## config.mk

```make
export PLATFORM = sky130hd
export DESIGN_NAME = gc3_kernel
export DESIGN_NICKNAME = d
export VERILOG_FILES = /design/src/rtl/gc3_pkg.sv /design/src/rtl/gc3_kernel.sv
export SDC_FILE = /design/constraint.sdc
export NUM_CORES = 1
export LEC_CHECK = 0
export BUFFER_PORTS_ARGS = -buffer_cell sky130_fd_sc_hd__buf_2
export CORE_MARGIN = 2
export CORE_UTILIZATION = 50
export CTS_CLUSTER_SIZE = 28
export DETAILED_ROUTE_END_ITERATION = 8
export PLACE_DENSITY = 0.71
export RECOVER_POWER = 50
export SYNTH_ARGS = -nofsm -noshare
export SYNTH_HDL_FRONTEND = slang
export SYNTH_SLANG_ARGS = --single-unit
```

## constraint.sdc

```tcl
create_clock -name i_clk -period 19.38 [get_ports i_clk]
set_input_delay 3.876 -clock i_clk [delete_from_list [all_inputs] [get_ports i_clk]]
set_output_delay 3.876 -clock i_clk [all_outputs]
set_load 0.02 [all_outputs]
```

## src/rtl/gc3_pkg.sv

```systemverilog
// gc3_pkg: shared types, register codes, reset values and helpers for the
// 3x3 directional gradient block. No dependencies.
`timescale 1ns / 1ps

package gc3_pkg;

    localparam int DEF_MAX_WIDTH  = 1024;
    localparam int DEF_MAX_HEIGHT = 1024;

    localparam int PIX_W      = 8;
    localparam int WEIGHT_W   = 8;
    localparam int DIM_W      = 11;
    localparam int CFG_DATA_W = 11;
    localparam int CFG_IDX_W  = 3;

    typedef enum logic [CFG_IDX_W-1:0] {
        CFG_MODE     = 3'd0,
        CFG_WEIGHT_A = 3'd1,
        CFG_WEIGHT_C = 3'd2,
        CFG_WEIGHT_B = 3'd3,
        CFG_WIDTH    = 3'd4,
        CFG_HEIGHT   = 3'd5
    } t_cfg_idx;

    localparam logic OP_DRAIN = 1'b1;
    localparam logic MODE_X   = 1'b1;

    localparam logic                       RST_MODE     = 1'b1;
    localparam logic signed [WEIGHT_W-1:0] RST_WEIGHT_A = 8'sd1;
    localparam logic signed [WEIGHT_W-1:0] RST_WEIGHT_C = 8'sd2;
    localparam logic signed [WEIGHT_W-1:0] RST_WEIGHT_B = 8'sd1;
    localparam logic [DIM_W-1:0]           RST_WIDTH    = 11'd640;
    localparam logic [DIM_W-1:0]           RST_HEIGHT   = 11'd480;

    // result queue: one slot per word in flight behind the input
    localparam int FIFO_DEPTH = 3;
    localparam int FIFO_PTR_W = 2;
    localparam int FIFO_CNT_W = 2;

    // one window column: previous, current and next row
    typedef struct packed {
        logic [PIX_W-1:0] prev;
        logic [PIX_W-1:0] cur;
        logic [PIX_W-1:0] next;
    } t_wcol;

    // control carried with a pushed pixel into the kernel stage
    typedef struct packed {
        logic valid;
        logic byp;
        logic res;
        logic left;
        logic right;
        logic top;
        logic bottom;
        logic last;
    } t_s1_ctl;

    typedef struct packed {
        logic [PIX_W-1:0] gradient;
        logic             frame_end;
    } t_result;

    // low byte of a product; signedness does not affect these bits
    function automatic logic [PIX_W-1:0] mul_lo8(logic [PIX_W-1:0] a, logic [PIX_W-1:0] b);
        logic [2*PIX_W-1:0] p;
        p = (2*PIX_W)'(a) * (2*PIX_W)'(b);
        return p[PIX_W-1:0];
    endfunction

endpackage

```

## src/rtl/gc3_kernel.sv

```systemverilog
// gc3_kernel: line store write-back, 3x3 window shift, edge masking and the
// weighted difference modulo 256. Depends on gc3_pkg.
`timescale 1ns / 1ps

module gc3_kernel #(
    parameter int MAX_WIDTH = gc3_pkg::DEF_MAX_WIDTH
) (
    input  logic                                i_clk,
    input  logic                                i_rst_n,
    input  gc3_pkg::t_s1_ctl                    i_s1,
    input  logic [$clog2(MAX_WIDTH)-1:0]        i_s1_addr,
    input  logic [gc3_pkg::PIX_W-1:0]           i_s1_pix,
    input  logic [2*gc3_pkg::PIX_W-1:0]         i_rd_data,
    input  logic                                i_mode,
    input  logic signed [gc3_pkg::WEIGHT_W-1:0] i_weight_a,
    input  logic signed [gc3_pkg::WEIGHT_W-1:0] i_weight_c,
    input  logic signed [gc3_pkg::WEIGHT_W-1:0] i_weight_b,
    output logic                                o_wr_en,
    output logic [$clog2(MAX_WIDTH)-1:0]        o_wr_addr,
    output logic [2*gc3_pkg::PIX_W-1:0]         o_wr_data,
    output logic                                o_push,
    output gc3_pkg::t_result                    o_result
);
    import gc3_pkg::*;

    t_wcol              r_win [3];
    logic [2*PIX_W-1:0] r_last_wr;

    logic [2*PIX_W-1:0] pair;
    t_wcol              col_new;
    t_wcol              p0;
    t_wcol              p1;
    t_wcol              p2;
    logic [PIX_W-1:0]   d_a;
    logic [PIX_W-1:0]   d_c;
    logic [PIX_W-1:0]   d_b;
    logic [PIX_W-1:0]   sum;

    always_comb begin
        pair         = i_s1.byp ? r_last_wr : i_rd_data;
        col_new.prev = pair[2*PIX_W-1:PIX_W];
        col_new.cur  = pair[PIX_W-1:0];
        col_new.next = i_s1_pix;

        p0 = r_win[1];
        p1 = r_win[2];
        p2 = col_new;
        // zero padding outside the image
        if (i_s1.left) begin
            p0 = '0;
        end
        if (i_s1.right) begin
            p2 = '0;
        end
        if (i_s1.top) begin
            p0.prev = '0;
            p1.prev = '0;
            p2.prev = '0;
        end
        if (i_s1.bottom) begin
            p0.next = '0;
            p1.next = '0;
            p2.next = '0;
        end

        if (i_mode == MODE_X) begin
            d_a = p0.next - p2.next;
            d_c = p0.cur  - p2.cur;
            d_b = p0.prev - p2.prev;
        end else begin
            d_a = p0.next - p0.prev;
            d_c = p1.next - p1.prev;
            d_b = p2.next - p2.prev;
        end
        sum = mul_lo8(i_weight_a, d_a) + mul_lo8(i_weight_c, d_c) + mul_lo8(i_weight_b, d_b);
    end

    always_ff @(posedge i_clk) begin
        if (!i_rst_n) begin
            for (int k = 0; k < 3; k++) begin
                r_win[k] <= '0;
            end
        end else if (i_s1.valid) begin
            r_win[0] <= r_win[1];
            r_win[1] <= r_win[2];
            r_win[2] <= col_new;
        end
    end

    always_ff @(posedge i_clk) begin
        if (i_s1.valid) begin
            r_last_wr <= {col_new.cur, col_new.next};
        end
    end

    assign o_wr_en            = i_s1.valid;
    assign o_wr_addr          = i_s1_addr;
    assign o_wr_data          = {col_new.cur, col_new.next};
    assign o_push             = i_s1.valid && i_s1.res;
    assign o_result.gradient  = sum;
    assign o_result.frame_end = i_s1.last;

endmodule

```

==> summary.txt, run 1 <==
Detailed routing
  – Number of vias per cell: 5.17
  – Post-detailed-route wirelength per cell: 15.7 µm
  – Wire length reported by the detailed router: 15.8 mm
  – Total via count after detailed routing: 5,192
  – Residual antenna-violating net count after detailed routing: 0
  – Initial detailed-routing violation count: 321
  – Drt first pass iters: 5
  – DRC viols: 0

Clock network
  – Root Buffer: sky130_fd_sc_hd__clkbuf_16
  – Clock buffer count from CTS: 9
  – CTS hold repair buffers: 0
  – Total number of H-tree levels: 3
  – Insertion delay to the later sink of the worst-skew pair: 330 ps
  – Buffer count from post-CTS setup fixing: 0
  – Post-CTS sizing: 0
  – Num Clock Sinks: 64
  – Clk buf depth: 2
  – Clock-pin slew reported for the worst setup and hold paths after clock tree synthesis: 50 ps
  – TritonCTS clock tree: yes

Outcome
  – Violated checks: max-capacitance violations, max-slew violations
  – Outcome: finished, violations left

GRT
  – Global route overflow: 0
  – Maximum number of pins on one net before global-route repair: 53
  – Via count of the first global-routing pass: 5,172
  – Global router's overall resource usage: 20.7%
  – Number of antenna violations at the first check in global routing: 0
  – Wire length of the first global-routing pass: 25.7 mm

Final layout
  – Number of nets at the end of the flow: 1,021
  – Layout cells sized above 1: 12.4%
  – Antenna cell count: 0
  – Total of fill cells in the finished design: 1,321
  – Fin area: 0.00802 mm²
  – Area added between synthesis and finish: 7.99%

Yosys
  – Complex-gate fraction of the synthesized area: 5.93%
  – Prevailing post-synth register cell: sky130_fd_sc_hd__edfxtp_1
  – Average instance area after synthesis: 9.64 µm²
  – Area share of xor/xnor cells in the synthesized design: 8.02%
  – Share of cell area taken by muxes after synthesis: 2.93%
  – Distinct cell type count of the synthesized netlist: 43
  – Dominant combinational cell family by area after synthesis: adder cells
  – Library cell with the largest summed area after synthesis: sky130_fd_sc_hd__edfxtp_1
  – Count of flip-flops with a built-in enable after synthesis: 64
  – Share of async-settable or async-resettable flops after synthesis: 0%
  – Synthesized Nets: 973
  – Flop and latch count out of synthesis: 64
  – Top cell type's share of synthesized area: 25.9%
  – Top area cells in the synthesized netlist: sky130_fd_sc_hd__edfxtp_1 (26%), sky130_fd_sc_hd__fa_1 (15%), sky130_fd_sc_hd__ha_1 (13%), sky130_fd_sc_hd__inv_1 (5.3%), sky130_fd_sc_hd__xnor2_1 (4.8%)
  – Post-synthesis share of cell area spent on full adders, half adders and majority gates: 28.2%
  – Area fraction in and, or, nand and nor cells after synthesis: 19.8%
  – Cell Area, Synth: 0.00743 mm²
  – Proportion of synthesized chip area in sequential cells: 25.9%
  – Synthesis Warnings: 0
  – Post-synthesis instance total: 770

Placement
  – Count of input and output buffers: 83
  – Worst setup slack after placement: 3190 ps
  – Detail Placement HPWL: 13.0 mm
  – RePlAce Congestion: 0.880
  – Standard cell area after detailed placement: 0.00779 mm²

Critical path
  – Crit path max-delay cell type: sky130_fd_sc_hd__clkbuf_1
  – Startpoint kind of the worst setup timing path: input port
  – Category of the critical setup timing path: in -> out
  – Top cell by count, worst path: sky130_fd_sc_hd__fa_1
  – Number of buffers and inverters on the critical path: 5
  – Maximum cell stage delay along the critical path: 710 ps
  – Critical path arrival: 12,450 ps
  – Maximum fanout along the worst path: 16
  – Delay-heaviest family, CP: adder cells
  – Required time of the critical path: 15,500 ps
  – Worst setup EP type: output pin

Power and ir drop
  – Max IR drop VDD: 223 µV
  – Sum of internal, switching and leakage power: 1.42 mW
  – PD cells: 177 mW/mm²
  – Leakage power total: 3.75 nW

Die
  – Die H: 126 µm
  – Die area: 0.0158 mm²
  – Die extent in x: 126 µm
  – I/O pin count: 106
  – Starting utilization of the core area: 51.1%
  – Count of standard-cell rows: 44
  – Core footprint: 0.0145 mm²

Min path
  – Type of the most critical hold path: reg -> reg

STA
  – Setup repair after global routing missed its margin: false
  – Endpoints failing setup: 0
  – Largest clock skew in the final design: 5.74 ps
  – Relative slew slack: -38.8%
  – Least-Margin Pin Slew: 2080 ps
  – Shortest clock period the worst path allows after layout: 16,330 ps
  – Final Hold Violating Endpoints: 0
  – Worst hold slack: 555 ps
  – Period utilisation layout: 84.2%
  – Highest clock frequency the design can meet: 61.3 MHz
  – Final total negative setup slack: 0 ps
  – Fin worst setup slack: 3050 ps
  – Final-report max-slew violation count: 102

Run
  – Max cap viols: 2
-- routing by layer --
metal	vias up	GRT usage, %	part of all wire, %
li1	2584	-	-
met1	2434	26.9	44
met2	151	36.4	49
met3	23	2.85	5.1
met4	0	5.49	1.9
met5	-	0	0
-- power breakdown --
| group | total (mW) | switching, mW | leakage (nW) | internal, mW |
|---|---|---|---|---|
| registers | 0.168 | 0.00338 | 0.685 | 0.164 |
| logic | 1.12 | 0.553 | 2.95 | 0.566 |
| clock network | 0.135 | 0.0511 | 0.120 | 0.0842 |
-- final cells by class --
cell class	count	area, µm²	area share, %
Clock inverter	2	8.76	0.109
Sequential cell	64	1920	24.0
Timing Repair Buffer	83	403	5.02
Clock buffer	12	236	2.95
Tap cell	184	230	2.87
Multi-Input combinational cell	554	4820	60.1
Inverter	106	398	4.96
-- Yosys cell counts, drive strengths merged (2+ instances only) --
cell    instances
nand2b         28
xnor2          41
o31a            2
mux2            5
o22ai           2
a31oi           6
nor3            6
edfxtp         64
a211oi          3
nor2           39
and3           32
nor4b           2
clkbuf         17
a21oi          15
xor3            2
ha             78
mux2i          15
nor3b           4
nand3b          2
buf            29
nor2b          45
fa             56
o21ai          20
nand3          11
o211ai          3
a21boi          4
inv           106
xor2           13
and2           45
a21o            4
o21a           10
nand2          46
or2             8
xnor3           3
-- metrics by stage --
step / utilization (%) / cells
floorplan: - / 770
global placement: 53.6 / 991
detailed placement: 53.6 / 991
CTS: 55.3 / 1005
global route: 55.2 / 1005
finish: 55.2 / 1005
-- worst paths after layout --
path | start | endpoint | slack (ps) | depth (start not counted)
setup / recovery | i_s1[6] | o_result[8] | 3050 | 30
hold / removal | r_win[2][9] | r_win[1][9] | 560 | 1
setup reg to reg | r_last_wr[4] | r_last_wr[12] | 18230 | 2
hold reg to reg | r_win[2][9] | r_win[1][9] | 560 | 1
-- cell families after synthesis --
family / after synthesis
simple gates: 270
buf+inv: 152
fa+ha+maj: 134
compound gates: 71
flops: 64
xor+xnor: 59
mux: 20
-- cell usage in the layout (no fill, tap or decap), types with 12 or more instances in the layout --
master	count
sky130_fd_sc_hd__inv_1	105
sky130_fd_sc_hd__ha_1	78
sky130_fd_sc_hd__buf_2	73
sky130_fd_sc_hd__edfxtp_1	64
sky130_fd_sc_hd__fa_1	56
sky130_fd_sc_hd__nor2b_1	45
sky130_fd_sc_hd__nand2_1	45
sky130_fd_sc_hd__and2_1	45
sky130_fd_sc_hd__xnor2_1	41
sky130_fd_sc_hd__nor2_1	39
sky130_fd_sc_hd__and3_1	32
sky130_fd_sc_hd__nand2b_1	28
sky130_fd_sc_hd__o21ai_0	20
sky130_fd_sc_hd__a21oi_1	15
sky130_fd_sc_hd__clkbuf_1	13
sky130_fd_sc_hd__mux2i_1	12
sky130_fd_sc_hd__xor2_1	12
-- flip-flops by register name (all words and copies together) (netlist names) --
register,cells
r_win,48
r_last_wr,16
(Power assumes the default switching activity.)
==> run 2: changes to the inputs <==
- PLACE_DENSITY: 0.71 -> 0.74
- clock period: 19.38 -> 14 ns (I/O delays scaled with it)
==> run 2 against run 1 <==
  * Clock-buffer cell count is 1 lower
  * The run still ends with max-capacitance violations, max-slew violations left
  * Flip-flop and latch count unchanged
  * Global-route usage is 0.60 points higher
  * Largest cell class unchanged
  * Critical path type unchanged
  * Largest power group unchanged
  * Highest routed layer unchanged
==> summary.txt, run 2 (synthesized netlist as in run 1, its figures left out) <==
Outcome
  – Outcome: finished, violations left
  – Violated checks: max-capacitance violations, max-slew violations

GRT
  – Via count of the first global-routing pass: 5,421 (+4.8%)
  – Peak-usage layer in the global routing report: met2
  – Maximum number of pins on one net before global-route repair: 49 (-7.5%)
  – Number of antenna violations at the first check in global routing: 0 (unchanged)
  – Met3 track utilization from global routing: 2.38% (-0.47 points)
  – Global router's overall resource usage: 21.3% (+0.60 points)
  – Global routing met1 resource utilization: 26.2% (-0.72 points)
  – Met2 track utilization from global routing: 39.0% (+2.6 points)
  – Wire length of the first global-routing pass: 26.6 mm (+3.5%)
  – Global route overflow: 0 (unchanged)

Power and ir drop
  – Leakage power total: 3.81 nW (+1.7%)
  – PD cells: 248 mW/mm² (+40%)
  – Max IR drop VDD: 295 µV (+32%)

Detailed routing
  – Initial detailed-routing violation count: 366 (+14%)
  – DRC viols: 0 (unchanged)
  – Total via count after detailed routing: 5,330 (+2.7%)
  – Post-detailed-route wirelength per cell: 16.1 µm (+2.5%)
  – Number of vias per cell: 5.23 (+1.1%)
  – Drt first pass iters: 5 (unchanged)
  – Wire length reported by the detailed router: 16.4 mm (+4.1%)
  – Residual antenna-violating net count after detailed routing: 0 (unchanged)

Critical path
  – Required time of the critical path: 11,200 ps (-4300 ps)
  – Startpoint kind of the worst setup timing path: input port
  – Maximum fanout along the worst path: 12 (-4)
  – Maximum cell stage delay along the critical path: 540 ps (-170 ps)
  – R2R Path End: r_last_wr[11]
  – Number of cell instances on the worst register-to-register path: 3 (+1)
  – Flop2flop setup slack: 12,840 ps (-5390 ps)
  – Worst setup EP type: output pin
  – Category of the critical setup timing path: in -> out
  – Start of the worst register-to-register path: r_last_wr[3]
  – Critical path arrival: 10,800 ps (-1650 ps)
  – Crit path max-delay cell type: sky130_fd_sc_hd__fa_1
  – Top cell by count, worst path: sky130_fd_sc_hd__fa_1

STA
  – Least-Margin Pin Slew: 2160 ps (+81.8 ps)
  – Relative slew slack: -44.3% (-5.5 points)
  – Period utilisation layout: 97.1%
  – Highest clock frequency the design can meet: 73.5 MHz
  – Worst hold slack: 556 ps (+0.916 ps)
  – Endpoints failing setup: 0 (unchanged)
  – Largest clock skew in the final design: 3.61 ps (-2.13 ps)
  – Shortest clock period the worst path allows after layout: 13,600 ps
  – Final Hold Violating Endpoints: 0 (unchanged)
  – Final-report max-slew violation count: 91 (-11%)

Final layout
  – Number of nets at the end of the flow: 1,036 (+1.5%)
  – Largest registers: r_win (48), r_last_wr (16)
  – Antenna cell count: 0 (unchanged)
  – Most frequent standard cell in the layout excluding fill and tap cells: sky130_fd_sc_hd__inv_1
  – Utilization after layout: 55.9% (+0.77 points)
  – Area added between synthesis and finish: 9.50%
  – Commonest non-fill, non-tap cells in the layout: sky130_fd_sc_hd__inv_1 (105), sky130_fd_sc_hd__ha_1 (78), sky130_fd_sc_hd__buf_2 (72)
  – Flip-flop count of the largest register, all copies and words added: 48 (unchanged)
  – Layout cells sized above 1: 13.9% (+1.5 points)
  – Register with the highest flop count: r_win

Min path
  – Destination of the worst hold path: r_win[1][10]
  – Depth of the worst hold-timing path: 1 (unchanged)
  – Hold path startpoint: r_win[2][10]
  – Type of the most critical hold path: reg -> reg

Clock network
  – Clock buffer count from CTS: 9 (unchanged)
  – Insertion delay to the later sink of the worst-skew pair: 320 ps (about the same)
  – Root Buffer: sky130_fd_sc_hd__clkbuf_16
  – TritonCTS clock tree: yes
  – Clock-pin slew reported for the worst setup and hold paths after clock tree synthesis: 50 ps (about the same)
  – Num Clock Sinks: 64 (unchanged)
  – Clk buf depth: 2 (unchanged)
  – Total number of H-tree levels: 3 (unchanged)

Placement
  – Count of input and output buffers: 83 (unchanged)
  – Detail Placement HPWL: 13.5 mm (+4.1%)
  – RePlAce Congestion: 0.892 (+1.4%)

Die
  – Die extent in x: 126 µm (unchanged)
  – Core footprint: 0.0145 mm² (unchanged)
  – Die H: 126 µm (unchanged)
  – I/O pin count: 106 (unchanged)
  – Starting utilization of the core area: 51.1% (unchanged)
  – Count of standard-cell rows: 44 (unchanged)
  – Die area: 0.0158 mm² (unchanged)

Run
  – Max cap viols: 2 (unchanged)
-- run 2: worst max-delay path: cells and delay by family --
family	cells	cell delay (ps)
adder cells (fa/ha/maj)	10	4650
XOR/XNOR	7	1690
AO/OA/AOI/OAI	4	670
buffers and inverters	5	540
AND/OR/NAND/NOR	4	440
-- run 2: layout make-up --
type / instances / area [µm²]
fill: 1360 / 6400
sequential: 64 / 1920
timing repair buffer: 98 / 507
multi-input combinational: 554 / 4830
inverter: 106 / 398
clock inverter: 3 / 11.3
tap: 184 / 230
clock buffer: 11 / 233
-- run 2: how the worst max path moves through the flow --
| stage | slack [ps] | startpoint | depth (start not counted) | to |
|---|---|---|---|---|
| 2_1_floorplan | 480 | i_s1[6] | 30 | o_result[8] |
| 3_3_place_gp | 350 | i_s1[3] | 30 | o_result[8] |
| 3_5_place_dp | 210 | i_s1[3] | 30 | o_result[8] |
| 4_1_cts | 190 | i_s1[3] | 30 | o_result[8] |
| 5_1_grt | -7 | i_s1[2] | 31 | o_result[8] |
| 6_report | 400 | i_s1[3] | 30 | o_result[8] |
-- run 2: metrics by stage --
stage / TNS [ps] / cell area [µm²] / cells / setup slack (ps) / power, mW
detailed placement: 0 / 7890 / 1004 / 206 / 1.84
CTS: 0 / 8130 / 1018 / 195 / 2.03
global route: -6.83 / 8130 / 1020 / -6.83 / 2.19
global placement: 0 / 7890 / 1004 / 355 / 1.79
finish: 0 / 8130 / 1020 / 401 / 2.01
floorplan: 0 / 7430 / 770 / 481 / 1.49
-- run 2: what timing repair did --
action                     in CTS  in global routing
gates resized for setup         0                  5
buffers inserted                0                  2
hold buffers                    0                  0
setup endpoints to repair       0                  1
-- run 2: per-layer routing --
metal	wire length (µm)	vias to the layer above
li1	-	2618
met1	6700	2517
met2	8550	173
met3	810	22
met4	369	0
met5	0	-
-- run 2: power breakdown --
part           internal [mW]  switching, mW  leakage, nW  total, mW
logic                  0.802          0.796         3.01       1.60
registers              0.228        0.00485        0.685      0.232
clock network          0.115         0.0694        0.118      0.185
==> run 3: changes to the inputs <==
- CORE_ASPECT_RATIO: unset -> 0.5
- CTS_BUF_LIST: unset -> sky130_fd_sc_hd__clkbuf_4 sky130_fd_sc_hd__clkbuf_8
==> run 3 against run 2 <==
  * The run still ends with max-capacitance violations, max-slew violations left
  * Combinational power is essentially flat
  * Clock-buffer cell count is 2 lower
  * Non-clock buffer count fell by 8
==> summary.txt, run 3 (synthesized netlist as in run 1, its figures left out) <==
Final layout
  – Total area of multi-input combinational cells: 0.00484 mm² (+0.23%)
  – Commonest non-fill, non-tap cells in the layout: sky130_fd_sc_hd__inv_1 (105), sky130_fd_sc_hd__ha_1 (78), sky130_fd_sc_hd__buf_2 (73)
  – Area used by sequential logic in the layout: 0.00192 mm² (unchanged)
  – Most frequent standard cell in the layout excluding fill and tap cells: sky130_fd_sc_hd__inv_1
  – Flip-flop count of the largest register, all copies and words added: 48 (unchanged)
  – Total of fill cells in the finished design: 1,329 (-2.3%)
  – Layout cells sized above 1: 14.2% (+0.34 points)
  – Register with the highest flop count: r_win
  – Area added between synthesis and finish: 8.26%
  – Number of nets at the end of the flow: 1,028 (-0.77%)
  – Utilization after layout: 55.4% (-0.53 points)
  – Antenna cell count: 0 (unchanged)
  – Largest registers: r_win (48), r_last_wr (16)

Clock network
  – Clock buffer count from CTS: 9 (unchanged)
  – CTS hold repair buffers: 0 (unchanged)
  – TritonCTS clock tree: yes
  – Clock-pin slew reported for the worst setup and hold paths after clock tree synthesis: 70 ps (+20 ps)
  – Insertion delay to the later sink of the worst-skew pair: 340 ps (+20 ps)
  – Clk buf depth: 2 (unchanged)
  – Root Buffer: sky130_fd_sc_hd__clkbuf_8
  – Num Clock Sinks: 64 (unchanged)
  – Total number of H-tree levels: 3 (unchanged)

GRT
  – Number of antenna violations at the first check in global routing: 0 (unchanged)
  – Maximum number of pins on one net before global-route repair: 53 (+8.2%)
  – Wire length of the first global-routing pass: 26.7 mm (+0.34%)
  – Global router's overall resource usage: 21.5% (+0.18 points)
  – Global route overflow: 0 (unchanged)
  – Via count of the first global-routing pass: 5,275 (-2.7%)

Outcome
  – Outcome: finished, violations left
  – Violated checks: max-capacitance violations, max-slew violations

Critical path
  – Crit path max-delay cell type: sky130_fd_sc_hd__fa_1
  – Critical path arrival: 10,770 ps (-30 ps)
  – Maximum cell stage delay along the critical path: 550 ps (about the same)
  – Required time of the critical path: 11,200 ps (about the same)
  – Category of the critical setup timing path: in -> out
  – Startpoint kind of the worst setup timing path: input port
  – Top cell by count, worst path: sky130_fd_sc_hd__fa_1
  – Worst setup EP type: output pin
  – Maximum fanout along the worst path: 10 (-2)

Detailed routing
  – Total via count after detailed routing: 5,292 (-0.71%)
  – Wire length reported by the detailed router: 16.5 mm (+0.32%)
  – Post-detailed-route wirelength per cell: 16.0 µm (-0.46%)
  – Residual antenna-violating net count after detailed routing: 0 (unchanged)
  – Drt first pass iters: 5 (unchanged)
  – DRC viols: 0 (unchanged)
  – Initial detailed-routing violation count: 342 (-6.6%)
  – Number of vias per cell: 5.15 (-1.5%)

Run
  – Max cap viols: 2 (unchanged)

Placement
  – Detail Placement HPWL: 13.7 mm (+1.3%)
  – Count of input and output buffers: 83 (unchanged)
  – RePlAce Congestion: 0.869 (-2.5%)

Power and ir drop
  – PD cells: 241 mW/mm² (-2.8%)
  – Max IR drop VDD: 263 µV (-11%)
  – Leakage power total: 3.76 nW (-1.5%)
  – Sum of internal, switching and leakage power: 1.94 mW (-3.9%)

Die
  – I/O pin count: 106 (unchanged)
  – Die extent in x: 176 µm (+40%)
  – Count of standard-cell rows: 31 (-30%)
  – Die area: 0.0159 mm² (+0.38%)
  – Die H: 90.2 µm (-28%)
  – Starting utilization of the core area: 51.2% (+0.097 points)
  – Core footprint: 0.0145 mm² (-0.19%)

STA
  – Least-Margin Pin Slew: 2100 ps (-59.6 ps)
  – Largest clock skew in the final design: 7.39 ps (+3.78 ps)
  – Final Hold Violating Endpoints: 0 (unchanged)
  – Shortest clock period the worst path allows after layout: 13,570 ps (-27.7 ps)
  – Period utilisation layout: 96.9% (-0.20 points)
  – Endpoints failing setup: 0 (unchanged)
  – Final-report max-slew violation count: 102 (+12%)
  – Highest clock frequency the design can meet: 73.7 MHz (+0.20%)
  – Relative slew slack: -40.3% (+4.0 points)
  – Final total negative setup slack: 0 ps (unchanged)

Min path
  – Type of the most critical hold path: reg -> reg
[run 3: cell types whose count changed in the layout (fill, tap and decap cells not counted), sizes merged]
| cell | previous run | this run |
|---|---|---|
| buf | 84 | 79 |
| clkbuf | 25 | 20 |
| clkinv | 3 | 4 |
| clkinvlp | 0 | 1 |
| inv | 106 | 108 |
[run 3: path summary, 6_finish.rpt]
| path | startpoint | endpoint | slack, ps | depth (start not counted) |
|---|---|---|---|---|
| min reg2reg | r_win[2][11] | r_win[1][11] | 560 | 1 |
| max reg2reg | r_last_wr[5] | r_last_wr[13] | 12860 | 2 |
| max | i_s1[1] | o_result[8] | 430 | 32 |
| min | r_win[2][11] | r_win[1][11] | 560 | 1 |
[run 3: power breakdown]
group | internal (mW) | leakage, nW | total [mW] | switching (mW)
registers | 0.227 | 0.685 | 0.232 | 0.00495
logic | 0.787 | 2.99 | 1.57 | 0.779
clock network | 0.0641 | 0.0851 | 0.139 | 0.0746
total | 1.08 | 3.76 | 1.94 | 0.859
[run 3: routing by layer]
metal | GRT usage, % | up-vias | routed length [µm]
met5 | 0 | - | 0
met4 | 5.58 | 0 | 202
met3 | 3.00 | 25 | 836
met2 | 33.7 | 149 | 7450
met1 | 31.3 | 2519 | 7980
li1 | - | 2599 | -
[run 3: stage by stage]
stage	cell area [µm²]	hold WS (ps)	setup WS (ps)	std cells
after detailed placement	7850	545	103	1011
after global placement	7850	543	303	1011
after floorplan	7430	535	481	770
after CTS	8020	562	73.0	1027
after global routing	8040	587	-13.4	1028
final	8040	560	429	1028
[run 3: layout make-up]
| cell class | instances | area share (%) |
|---|---|---|
| Clock buffer | 9 | 1.54 |
| Clock inverter | 7 | 0.576 |
| Inverter | 106 | 4.95 |
| Multi-Input combinational cell | 554 | 60.2 |
| Sequential cell | 64 | 23.9 |
| Tap cell | 198 | 3.08 |
| Timing Repair Buffer | 90 | 5.71 |
[run 3: worst max-delay path: cells and delay by family]
kind | cells | cell delay (ps)
AOI/OAI and AO/OA | 7 | 1000
xor gates and xnor gates | 6 | 1450
adders and majority gates | 9 | 4260
buffers and inverters | 5 | 500
and+or+nand+nor | 5 | 730
[run 3: what timing repair did]
| item | CTS | global route |
|---|---|---|
| endpoints found under the setup margin | 0 | 1 |
| buffers inserted | 0 | 1 |
| resized for setup | 0 | 7 |
| endpoints found under the hold margin | 0 | 0 |
